$ cat src/rtl/core/mle_pkg.sv
// Shared types, constants and the letter table for the Morse letter encoder.
package mle_pkg;

  localparam int unsigned DurW = 16;
  localparam int unsigned CharW = 8;
  localparam int unsigned AddrW = 5;
  localparam int unsigned DataW = 32;

  localparam logic [DurW-1:0] DotReset = 16'd75;
  localparam logic [DurW-1:0] DashReset = 16'd150;
  localparam logic [DurW-1:0] ElemGapReset = 16'd500;
  localparam logic [DurW-1:0] LetterGapReset = 16'd1750;
  localparam logic [DurW-1:0] SpaceGapReset = 16'd300;
  localparam logic [DurW-1:0] EmptyGapReset = 16'd1;

  localparam logic [CharW-1:0] CharEmpty = 8'h00;
  localparam logic [CharW-1:0] CharSpace = 8'h20;
  localparam logic [CharW-1:0] CharA = 8'h41;
  localparam logic [CharW-1:0] CharZ = 8'h5A;

  typedef enum logic [2:0] {
    REG_DOT       = 3'd0,
    REG_DASH      = 3'd1,
    REG_ELEM_GAP  = 3'd2,
    REG_LETTER_GAP = 3'd3,
    REG_SPACE_GAP = 3'd4,
    REG_EMPTY_GAP = 3'd5
  } reg_idx_t;

  typedef enum logic [1:0] {
    KIND_LETTER = 2'd0,
    KIND_SPACE  = 2'd1,
    KIND_EMPTY  = 2'd2
  } char_kind_t;

  // seg_cnt of zero means the character yields nothing
  typedef struct packed {
    char_kind_t kind;
    logic [3:0] seg_cnt;
    logic [3:0] pat;     // first element in bit 3, 1 = dash
  } char_desc_t;

  // High nibble: element count, low nibble: pattern, first element in top used bit.
  function automatic logic [7:0] letter_code(input logic [4:0] idx);
    logic [7:0] code;
    case (idx)
      5'd0:  code = 8'h21;
      5'd1:  code = 8'h48;
      5'd2:  code = 8'h4A;
      5'd3:  code = 8'h34;
      5'd4:  code = 8'h10;
      5'd5:  code = 8'h42;
      5'd6:  code = 8'h36;
      5'd7:  code = 8'h40;
      5'd8:  code = 8'h20;
      5'd9:  code = 8'h47;
      5'd10: code = 8'h35;
      5'd11: code = 8'h44;
      5'd12: code = 8'h23;
      5'd13: code = 8'h22;
      5'd14: code = 8'h37;
      5'd15: code = 8'h46;
      5'd16: code = 8'h4D;
      5'd17: code = 8'h32;
      5'd18: code = 8'h30;
      5'd19: code = 8'h11;
      5'd20: code = 8'h31;
      5'd21: code = 8'h41;
      5'd22: code = 8'h33;
      5'd23: code = 8'h49;
      5'd24: code = 8'h4B;
      5'd25: code = 8'h4C;
      default: code = 8'h00;
    endcase
    return code;
  endfunction

  function automatic char_desc_t decode_char(input logic [CharW-1:0] c);
    char_desc_t d;
    logic [7:0] code;
    logic [CharW-1:0] off;
    off = c - CharA;
    code = letter_code(off[4:0]);
    d.kind = KIND_LETTER;
    d.seg_cnt = 4'd0;
    d.pat = 4'd0;
    if (c == CharEmpty) begin
      d.kind = KIND_EMPTY;
      d.seg_cnt = 4'd1;
    end else if (c == CharSpace) begin
      d.kind = KIND_SPACE;
      d.seg_cnt = 4'd1;
    end else if (c >= CharA && c <= CharZ) begin
      d.seg_cnt = {code[6:4], 1'b0};
      // left-align the pattern so element e sits at bit 3-e
      case (code[6:4])
        3'd1:    d.pat = {code[0], 3'b000};
        3'd2:    d.pat = {code[1:0], 2'b00};
        3'd3:    d.pat = {code[2:0], 1'b0};
        3'd4:    d.pat = code[3:0];
        default: d.pat = 4'd0;
      endcase
    end
    return d;
  endfunction

endpackage

$ cat src/rtl/core/morse_letter_encoder_unit.sv
// Morse letter encoder: turns character beats into timed tone and gap segment beats.
// Each accepted character yields its segments one per cycle on the output stream, held while
// the receiver stalls: a letter of n elements yields 2n segments (2 to 8), a space or an empty
// code yields one, and any other code is taken and gives no beat. The segment counter over the
// held character counts them; the next character is taken in the cycle its final segment
// moves into the output register, so characters follow back to back. Output tdata is the
// duration in ticks, tuser is the tone flag and tlast marks a character's final segment.
// Durations come from six 16-bit registers on the APB port at byte addresses 0 to 20.
module morse_letter_encoder_unit (
  input  logic        clk,
  input  logic        rst,
  // configuration
  input  logic        psel,
  input  logic        penable,
  input  logic        pwrite,
  input  logic [4:0]  paddr,
  input  logic [31:0] pwdata,
  output logic [31:0] prdata,
  output logic        pready,
  // character stream
  input  logic        s_axis_tvalid,
  output logic        s_axis_tready,
  input  logic [7:0]  s_axis_tdata,   // [7:0] char_code
  // segment stream
  output logic        m_axis_tvalid,
  input  logic        m_axis_tready,
  output logic [15:0] m_axis_tdata,   // [15:0] duration
  output logic        m_axis_tuser,   // [0] tone_on
  output logic        m_axis_tlast
);

  logic [15:0] dot_ticks;
  logic [15:0] dash_ticks;
  logic [15:0] elem_gap_ticks;
  logic [15:0] letter_gap_ticks;
  logic [15:0] space_gap_ticks;
  logic [15:0] empty_gap_ticks;

  logic busy;
  logic busy_next;
  logic [2:0] idx;
  logic [2:0] idx_next;
  mle_pkg::char_desc_t desc;
  mle_pkg::char_desc_t in_desc;

  logic out_free;
  logic emit;
  logic seg_final;
  logic accept;
  logic cfg_wr;
  mle_pkg::reg_idx_t cfg_idx;

  logic seg_tone;
  logic [15:0] seg_dur;
  logic [1:0] elem;

  assign pready = 1'b1;
  assign cfg_wr = psel & penable & pwrite & pready;
  assign cfg_idx = mle_pkg::reg_idx_t'(paddr[4:2]);

  always_comb begin
    case (cfg_idx)
      mle_pkg::REG_DOT:        prdata = {16'd0, dot_ticks};
      mle_pkg::REG_DASH:       prdata = {16'd0, dash_ticks};
      mle_pkg::REG_ELEM_GAP:   prdata = {16'd0, elem_gap_ticks};
      mle_pkg::REG_LETTER_GAP: prdata = {16'd0, letter_gap_ticks};
      mle_pkg::REG_SPACE_GAP:  prdata = {16'd0, space_gap_ticks};
      mle_pkg::REG_EMPTY_GAP:  prdata = {16'd0, empty_gap_ticks};
      default:                 prdata = 32'd0;
    endcase
  end

  assign in_desc = mle_pkg::decode_char(s_axis_tdata);
  assign out_free = ~m_axis_tvalid | m_axis_tready;
  assign emit = busy & out_free;
  assign seg_final = ({1'b0, idx} + 4'd1) == desc.seg_cnt;
  assign s_axis_tready = ~busy | (emit & seg_final);
  assign accept = s_axis_tvalid & s_axis_tready;
  assign elem = idx[2:1];

  // even index: tone of element idx/2, odd index: the gap after it
  always_comb begin
    seg_tone = 1'b0;
    seg_dur = empty_gap_ticks;
    case (desc.kind)
      mle_pkg::KIND_LETTER: begin
        if (!idx[0]) begin
          seg_tone = 1'b1;
          seg_dur = desc.pat[2'd3 - elem] ? dash_ticks : dot_ticks;
        end else begin
          seg_dur = seg_final ? letter_gap_ticks : elem_gap_ticks;
        end
      end
      mle_pkg::KIND_SPACE: seg_dur = space_gap_ticks;
      mle_pkg::KIND_EMPTY: seg_dur = empty_gap_ticks;
      default:             seg_dur = empty_gap_ticks;
    endcase
  end

  always_comb begin
    busy_next = busy;
    idx_next = idx;
    if (emit) begin
      idx_next = idx + 3'd1;
      if (seg_final) begin
        busy_next = 1'b0;
      end
    end
    if (accept) begin
      busy_next = in_desc.seg_cnt != 4'd0;
      idx_next = 3'd0;
    end
  end

  always_ff @(posedge clk) begin
    if (rst) begin
      busy <= 1'b0;
      idx <= 3'd0;
      m_axis_tvalid <= 1'b0;
      dot_ticks <= mle_pkg::DotReset;
      dash_ticks <= mle_pkg::DashReset;
      elem_gap_ticks <= mle_pkg::ElemGapReset;
      letter_gap_ticks <= mle_pkg::LetterGapReset;
      space_gap_ticks <= mle_pkg::SpaceGapReset;
      empty_gap_ticks <= mle_pkg::EmptyGapReset;
    end else begin
      busy <= busy_next;
      idx <= idx_next;
      if (emit) begin
        m_axis_tvalid <= 1'b1;
      end else if (m_axis_tready) begin
        m_axis_tvalid <= 1'b0;
      end
      if (cfg_wr) begin
        case (cfg_idx)
          mle_pkg::REG_DOT:        dot_ticks <= pwdata[15:0];
          mle_pkg::REG_DASH:       dash_ticks <= pwdata[15:0];
          mle_pkg::REG_ELEM_GAP:   elem_gap_ticks <= pwdata[15:0];
          mle_pkg::REG_LETTER_GAP: letter_gap_ticks <= pwdata[15:0];
          mle_pkg::REG_SPACE_GAP:  space_gap_ticks <= pwdata[15:0];
          mle_pkg::REG_EMPTY_GAP:  empty_gap_ticks <= pwdata[15:0];
          default: ;
        endcase
      end
    end
  end

  // payload: descriptor and output beat
  always_ff @(posedge clk) begin
    if (accept) begin
      desc <= in_desc;
    end
    if (emit) begin
      m_axis_tdata <= seg_dur;
      m_axis_tuser <= seg_tone;
      m_axis_tlast <= seg_final;
    end
  end

`ifndef SYNTHESIS
  // the final segment of a character is always silent
  a_last_silent: assert property (@(posedge clk) disable iff (rst)
    m_axis_tvalid && m_axis_tlast |-> !m_axis_tuser)
    else $error("final segment carries tone");

  // the segment counter stays inside the held character
  a_idx_range: assert property (@(posedge clk) disable iff (rst)
    busy |-> ({1'b0, idx} < desc.seg_cnt))
    else $error("segment index beyond character");

  // a tone segment is always followed by a gap of the same character
  a_tone_then_gap: assert property (@(posedge clk) disable iff (rst)
    emit && seg_tone |=> busy && idx[0])
    else $error("tone segment not followed by gap");

  // no new character while an unfinished one is held
  a_no_overrun: assert property (@(posedge clk) disable iff (rst)
    busy && !(emit && seg_final) |-> !s_axis_tready)
    else $error("input taken mid-character");
`endif

endmodule

$ cat config.mk
export PLATFORM = sky130hd
export DESIGN_NAME = morse_letter_encoder_unit
export DESIGN_NICKNAME = d
export VERILOG_FILES = /design/src/rtl/core/mle_pkg.sv /design/src/rtl/core/morse_letter_encoder_unit.sv
export SDC_FILE = /design/constraint.sdc
export NUM_CORES = 1
export LEC_CHECK = 0
export ABC_AREA = 1
export BUFFER_PORTS_ARGS = -buffer_cell sky130_fd_sc_hd__buf_2
export CORE_UTILIZATION = 39
export CTS_CLUSTER_SIZE = 25
export DETAILED_ROUTE_END_ITERATION = 8
export PLACE_DENSITY_LB_ADDON = 0.15
export SLEW_MARGIN = 20
export SYNTH_ARGS = -nofsm -noshare
export SYNTH_HDL_FRONTEND = slang
export SYNTH_SLANG_ARGS = --single-unit
$ cat constraint.sdc
create_clock -name clk -period 5.56 [get_ports clk]
set_input_delay 0.834 -clock clk [delete_from_list [all_inputs] [get_ports clk]]
set_output_delay 0.834 -clock clk [all_outputs]
set_load 0.05 [all_outputs]
Word-level counts from Yosys, hierarchy flattened
Memory sizes are Yosys's and may differ from the RTL's.
Index checks and enable logic that the tools add are counted.
{"block": "totals", "rom_bits": 224, "inputBits": 52, "mem_count": 1, "output_inout_bits": 53, "reg_bits": 129, "elab_cells": 80}
{"block": "op_classes", "eq_ne": 12, "add_sub_neg": 4, "reduce_logical": 17, "order_cmp": 3, "n_bitwise": 10, "n_mux": 18}
{"memory": "(no name shown)", "words": 32, "width": 7, "rd": 1, "rd_clocked_by_memory_dff": 0, "write_ports": 0, "line_no": "mle_pkg.sv:46", "source": "case (idx)"}
{"operator": "case mux 16 bit (6 select lines)", "n": 1}
{"operator": "2-to-1 mux 16 bit", "n": 3}
{"operator": "case mux 16 bit (2 select lines)", "n": 1}
{"operator": "case mux 4 bit (4 select lines)", "n": 1}
{"operator": "AND reduction 2 bit", "n": 7}
{"operator": "== test 3 x 2 -> 1 bit (second input constant)", "n": 4}
{"operator": "== test 3 bit (second input constant)", "n": 3}
{"operator": "== test 8 x 6 -> 1 bit (second input constant)", "n": 1}
{"operator": ">= comparator 8 x 7 -> 1 bit (second input constant)", "n": 1}
{"operator": "<= comparator 8 x 7 -> 1 bit (second input constant)", "n": 1}
{"operator": "logical NOT 8 bit", "n": 1}
{"operator": "2-to-1 mux 1 bit", "n": 8}
{"operator": "2-to-1 mux 4 bit", "n": 2}
{"operator": "2-to-1 mux 8 bit", "n": 1}
{"operator": "== test 3 x 1 -> 1 bit (second input constant)", "n": 2}
{"operator": "nonzero test 2 bit", "n": 3}
{"operator": "bitwise AND 1 bit", "n": 5}
{"operator": "subtractor 5 x 1 -> 5 bit (second input constant)", "n": 1}
{"operator": "adder 3 x 1 -> 4 bit (second input constant)", "n": 1}
{"operator": "== test 4 bit", "n": 1}
{"operator": "nonzero test 4 bit", "n": 1}
{"operator": "adder 3 x 1 -> 3 bit (second input constant)", "n": 1}
{"operator": "logical NOT 3 bit", "n": 1}
{"operator": "less-than comparator 2 x 3 -> 1 bit (second input constant)", "n": 1}
{"operator": "9 further kinds", "n": 12}

Longest topological paths before layout
Gate-level depths: netlist (run 1).
An unclocked memory read counts as a cell.
{"block": "depth", "depth_word": 9, "mapped_depth": 16, "mapped_depth_nobuf": 16}

Worst setup path before layout (run 1)
OpenSTA, ideal clock, no wires.
{"block": "synth_path", "path_kind": "input -> output", "startpoint": "input port paddr[2]", "endpoint": "output port prdata[0]", "arrival_ns": 1.989, "n_path_buf": 1, "t_required_ns": 4.726, "path_stages": 5, "slack_ns": 2.737, "path_cell_list": "inv_2 nor3_4 clkbuf_1 a22oi_1 nand4_1"}
{"block": "synth_between", "elab_chain_len": 2, "word_cells_on_any_way": 7, "cone_classes": "eq/ne (5); mux (1); reduce/logical (1)"}
{"item": "start, declared", "line_no": "morse_letter_encoder_unit.sv:16", "source": "input logic [4:0] paddr,"}
{"item": "== test 3 bit (tied with other cells)", "line_no": "morse_letter_encoder_unit.sv:62", "source": "case (cfg_idx)"}
{"item": "case mux 16 bit (6 select lines) (*)", "line_no": "morse_letter_encoder_unit.sv:62"}
{"item": "end, declared", "line_no": "morse_letter_encoder_unit.sv:18", "source": "output logic [31:0] prdata,"}
Mark *: on every way between the ends. The rest lies on a longest branch, timed or not.

Final worst setup path (run 1)
{"block": "layout_path", "startpoint": "input port paddr[2]", "endpoint": "output port prdata[10]"}
Same word-level chain as after synthesis.

==> metrics.md, run 1 <==
| Metric | Value |
|---|---|
| Clock period minus worst slack | `about 3.5 ns` |
| DRT Wirelength | `21.0 mm` |
| Clock slew at reported path FFs | `approximately 0.060 ns` |
| Post-synth EDFFs | `28` |
| P&R area growth vs syn | `14.7%` |
| Critical Path Most Common Cell | `buf_2` |
| Commonest cells in the synthesized netlist | `231 x nand2_1, 160 x nor2_1, 116 x nand3_1, 101 x dfxtp_1, 75 x o21ai_0` |
| Die X | `approximately 130 um` |
| Worst reg-to-reg path cell count | `9` |
| Critical-path cell list | `buf_2, inv_2, nor3_4, a22o_1, a221oi_1, nand3_1, buf_2` |
| Synth async-reset ratio | `0%` |
| Setup Buffers After CTS | `0` |
| DP HPWL | `12.5 mm` |
| Tcrit/Tclk final | `62.1%` |
| Core Region | `0.0168 mm2` |
| First-pass GRT wire length | `33.0 mm` |
| Crit start category | `input pin` |
| Predominant post-synthesis flop cell | `dfxtp_1` |
| Yosys top cell area share | `between 20 and 30%` |
| Synth cell types | `43` |
| Vias in the first global route | `5,939` |
| I/O Pins | `105` |
| Clk_lat worst skew | `0.41 ns` |
| Drc violations | `0` |
| Most common cell in the netlist | `nand2_1` |
| Yosys top cell by area | `dfxtp_1` |
| Final net count | `1,046` |
| Skew final | `0.00844 ns` |
| DR pass1 iterations | `6` |
| Worst Hold Depth | `2` |
| Final Slew Violations | `0` |
| Via count | `around 6.4k` |
| Max Freq | `290 MHz` |
| CTS Sinks | `~130` |
| VDD IR max | `199 uV` |
| Crit path max fanout | `17` |
| Area contributors post-synth | `dfxtp_1 30%, nand2_1 13%, edfxtp_1 12%` |
| Slowest CP cell | `nor3_4` |
| Grt ovf | `0` |
| Mapped Cells | `937` |
| Cell Area, Synth | `0.00675 mm2` |
| CP max stage delay | `0.83 ns` |
| Pin count of the biggest net entering global routing | `between 90 and 100` |
| Setup CP Type | `input pin to output port` |
| Leakage | `between 3 and 4 nW` |
| CTS tree | `yes` |
| Final hold vios | `0` |
| Via density per instance | `approximately 5.2` |
| Diodes inserted | `0` |
| Status | `finished clean` |
| Die height | `approximately 130 um` |
| Max-Cap Viols | `0` |
| Crit path DAT | `2.62 ns` |
| Crit path capture type | `output port` |
| HP Class | `flip-flop to flip-flop` |
| Initial antenna violation count | `0` |
| Antenna-violating nets left | `0` |
| DP Area | `0.00714 mm2` |
| Clock Tree Buf Depth | `2` |
| Yosys warns | `0` |
| Slew @ Worst Pin | `1.10 ns` |
| # hold bufs at CTS | `0` |
| CP required | `4.73 ns` |
| Synthesis-stage register bit count | `roughly 130` |
| Mean Syn Cell Area | `a little over 7 um2` |
| Final Wtd Congestion | `about 0.8` |
| CTS resizes | `0` |
| Sequential fraction of the synthesis area | `42.4%` |
| Die area | `between 0.015 and 0.02 mm2` |
| Clk root buf | `clkbuf_16` |
| Worst rel slew slack | `26.3%` |
| DR WL/cell | `17.3 um` |
| Initial Util | `40.2%` |
| Ratio of cells with drive above 1 in the final layout | `about 16%` |
| Port Buf Inserts | `69` |
| # setup viols final | `0` |
| Setup_tns | `0 ns` |
| # rows | `47` |
| DR iter-0 viols | `547` |
| Inserted Clock Buffers | `17` |
| Power Dens Cells | `311 mW/mm2` |
| GRT Total Usage | `about a quarter` |
| Depth of the CTS H-tree | `4` |
| RSZ-0062 raised after global routing | `false` |
| Cell area after layout | `0.00773 mm2` |
==> cells by family after synthesis <==
logic type | count (synthesis) | synth area share [%]
flip-flops | 129 | 42.4
other | 2 | 0.111
XOR/XNOR | 4 | 0.519
buffers and inverters | 105 | 7.33
AO/OA/AOI/OAI | 138 | 12.3
AND/OR/NAND/NOR | 551 | 35.8
adder cells (fa/ha/maj) | 8 | 1.48
==> placed cells by master (no fill, tap or decap), types with 3 or more instances in the layout <==
master,synthesis,routed
edfxtp_1,28,28
dfxtp_1,101,101
o211ai_1,8,8
nand3_2,3,3
buf_4,20,5
buf_2,8,69
a21oi_1,15,15
inv_2,17,18
o21ai_0,75,75
nor3_4,3,3
nor2_1,160,158
nand3_1,116,116
inv_1,28,27
a221oi_1,7,7
a22o_1,7,7
nand2_1,231,231
ha_1,8,8
nand2_4,6,6
bufinv_16,0,3
nor2_2,4,6
nand2_2,13,13
nand4_1,5,5
clkinv_1,1,3
clkbuf_16,0,17
a22oi_1,19,19
conb_1,2,17
clkinvlp_4,0,3
==> power by group <==
| part | internal, mW | leakage, nW | switching [mW] |
|---|---|---|---|
| Combinational | 0.0683 | 2.07 | 0.219 |
| Clock | 0.702 | 0.282 | 0.426 |
| Sequential | 0.975 | 1.09 | 0.0128 |
| Total | 1.75 | 3.45 | 0.658 |
==> through the flow <==
step / hold WS (ns) / cells / utilization [%] / power (mW) / worst slack [ns]
CTS: 0.487 / 1219 / 46.2 / 2.42 / 2.14
global route: 0.510 / 1219 / 46.2 / 2.49 / 2.02
floorplan: 0.450 / 952 / - / 1.22 / 2.74
detailed placement: 0.476 / 1187 / 42.6 / 1.29 / 2.07
global placement: 0.471 / 1187 / 42.6 / 1.29 / 2.11
finish: 0.482 / 1219 / 46.2 / 2.40 / 2.11
==> flip-flops by register name, summed over array words and instances (netlist names) <==
signal            cells
idx                   3
empty_gap_ticks      16
dot_ticks            16
busy                  1
m_axis_tlast          1
m_axis_tvalid         1
m_axis_tuser          1
m_axis_tdata         16
elem_gap_ticks       16
letter_gap_ticks     16
space_gap_ticks      16
dash_ticks           16
desc                 10
==> worst paths after layout <==
kind,from,to,slack [ns]
max reg2reg,idx[0],desc[1],2.81
max,paddr[2],prdata[10],2.11
min reg2reg,m_axis_tvalid,m_axis_tvalid,0.48
min,m_axis_tvalid,m_axis_tvalid,0.48
==> worst max-delay path, delay by kind of cell <==
| kind | cells | cell delay, ns |
|---|---|---|
| buffers and inverters | 3 | 0.49 |
| AOI/OAI and AO/OA | 2 | 0.29 |
| and+or+nand+nor | 2 | 0.99 |
==> metal layers <==
layer  wire length (um)  GRT usage (%)
met4                501           8.71
met3               1300           5.29
met5                  0              0
met1               9510           32.2
met2               9720           38.4
==> cell type report <==
cell class / instances / area [um2]
Inverter: 46 / 173
Timing Repair Buffer: 74 / 383
Tap cell: 220 / 275
Fill cell: 1725 / 9020
Multi-Input combinational cell: 718 / 3450
Clock inverter: 14 / 163
Clock buffer: 18 / 429
Sequential cell: 129 / 2860
No activity file was read; power rests on OpenSTA's default activity.
==> inputs of run 2 (changes only) <==
- clock period: 5.56 -> 3.5 ns (I/O delays scaled with it)
==> metrics.md, run 2 (synthesis results as in run 1) <==
| Metric | Value |
|---|---|
| DR iter-0 viols | `601` |
| Via count | `6,544` |
| Capturing point of the worst reg2reg path | `desc[0]` |
| DRT Wirelength | `roughly 21 mm` |
| Final Slew Violations | `0` |
| Crit path capture type | `output port` |
| Max Freq | `373 MHz` |
| Sequential cell area | `0.00286 mm2` |
| Clock slew at reported path FFs | `around 0.050 ns` |
| Leakage | `3.55 nW` |
| Worst reg-to-reg path cell count | `8` |
| Via density per instance | `5.29` |
| Post-Layout Cell Count | `1,236` |
| Crit path DAT | `around 2.2 ns` |
| GRT Total Usage | `24.5%` |
| DR WL/cell | `17.3 um` |
| Skew final | `~0.010 ns` |
| CP max stage delay | `0.27 ns` |
| DR pass1 iterations | `5` |
| FILL cells | `1,745` |
| Setup CP Type | `input pin to output port` |
| Initial antenna violation count | `0` |
| Clock period minus worst slack | `2.68 ns` |
| DP HPWL | `13.2 mm` |
| CTS tree | `yes` |
| Slew @ Worst Pin | `0.981 ns` |
| RSZ-0062 raised after global routing | `false` |
| Die area | `about 0.018 mm2` |
| CTS resizes | `0` |
| Reg-to-reg slack, setup | `1.16 ns` |
| Crit path max fanout | `10` |
| Reg-to-reg startpoint | `idx[1]` |
| # hold bufs at CTS | `0` |
| Die height | `134 um` |
| Area of the multi-input gates | `0.00344 mm2` |
| Initial Util | `40.2%` |
| # rows | `47` |
| Clk root buf | `clkbuf_16` |
| Commonest non-fill, non-tap cells in the layout | `231 x nand2_1, 160 x nor2_1, 116 x nand3_1` |
| Setup Buffers After CTS | `0` |
| CP required | `2.97 ns` |
| Commonest non-fill, non-tap cell in the layout | `nand2_1` |
| DP Area | `around 0.0073 mm2` |
| Final Wtd Congestion | `0.806` |
| Ratio of cells with drive above 1 in the final layout | `17.1%` |
| Max-Cap Viols | `0` |
| Power, Total | `3.93 mW` |
| HP Class | `input pin to flip-flop` |
| Clk_lat worst skew | `0.42 ns` |
| Setup_tns | `0 ns` |
| Clock Tree Buf Depth | `2` |
| Pin count of the biggest net entering global routing | `just over 50` |
| Depth of the CTS H-tree | `4` |
| Cell area after layout | `0.00789 mm2` |
| Placed insts | `1,204` |
| Worst Hold Depth | `2` |
| Tcrit/Tclk final | `between 70% and 80%` |
| First-pass GRT wire length | `33.4 mm` |
| I/O Pins | `between 100 and 150` |
| Power Dens Cells | `498 mW/mm2` |
| Antenna-violating nets left | `0` |
| CTS Sinks | `about 130` |
| Critical Path Most Common Cell | `buf_2` |
| Worst rel slew slack | `34.5%` |
| Post-route setup slack | `0.819 ns` |
| # setup viols final | `0` |
| Final net count | `1,063` |
| Final hold vios | `0` |
| Critical-path cell list | `buf_2, nor2_1, nand2_1, inv_1, buf_4, a22o_1, a221oi_1, nand3_1, buf_2` |
| VDD IR max | `about 310 uV` |
| Core Region | `0.0168 mm2` |
| Diodes inserted | `0` |
| Crit start category | `input pin` |
| WHS Endpoint | `busy` |
| Port Buf Inserts | `69` |
| Slowest CP cell | `a221oi_1` |
| Grt ovf | `0` |
| Setup WS pre-CTS | `0.825 ns` |
| Vias in the first global route | `6,041` |
| Drc violations | `0` |
| P&R area growth vs syn | `17.0%` |
| Inserted Clock Buffers | `17` |
| HP Start | `rst` |
| Status | `finished clean` |
| Die X | `134 um` |
[run 2: cell count changes in the layout (fill, tap and decap cells not counted)]
cell,change
buf_4,+17
nor2_1,+2
nor2_2,-2
bufinv_16,+1
clkbuf_8,+1
clkinv_2,-1
clkinv_4,-1
clkinvlp_4,-1
inv_2,-1
inv_4,+1
inv_6,+1
[run 2: worst max path at each step]
stage                     cells after the start  slack (ns)    endpoint            start
final                                         9        0.82  prdata[10]         paddr[3]
after global routing                          9        0.73  prdata[10]         paddr[3]
after floorplan                               8        0.96     desc[0]           idx[0]
after detailed placement                      9        0.83  prdata[10]         paddr[3]
after global placement                       16        0.83     desc[3]  s_axis_tdata[0]
after CTS                                     9        0.82  prdata[10]         paddr[3]
[run 2: area by class of cell]
class | instances | area share (%)
clock buffer | 19 | 5.61
clock inverter | 13 | 2.30
inverter | 46 | 2.20
multi-input combinational | 718 | 43.6
sequential | 129 | 36.3
tap | 220 | 3.49
timing repair buffer | 91 | 6.47
[run 2: per-layer routing]
| metal | up-vias | GRT usage [%] | wire [um] |
|---|---|---|---|
| met5 | - | 0 | 0 |
| met4 | 0 | 9.22 | 347 |
| met3 | 28 | 3.61 | 1320 |
| met2 | 268 | 39.4 | 9970 |
| met1 | 3038 | 33.3 | 9720 |
| li1 | 3210 | - | - |
[run 2: worst max-delay path: cells and delay by family]
family / cells / cell delay [ns]
buf+inv: 4 / 0.80
compound gates: 2 / 0.49
simple gates: 3 / 0.34
[run 2: through the flow]
step	hold WS (ns)	util, %
after floorplan	0.450	-
after CTS	0.296	47.1
final	0.311	47.1
after global routing	0.299	47.1
after global placement	0.467	43.4
after detailed placement	0.467	43.4
[run 2: report_power, final]
group / leakage [nW] / total (mW) / switching [mW] / internal, mW
Clock: 0.300 / 1.89 / 0.678 / 1.21
Sequential: 1.09 / 1.56 / 0.0154 / 1.55
Combinational: 2.16 / 0.474 / 0.358 / 0.116
Total: 3.55 / 3.93 / 1.05 / 2.88
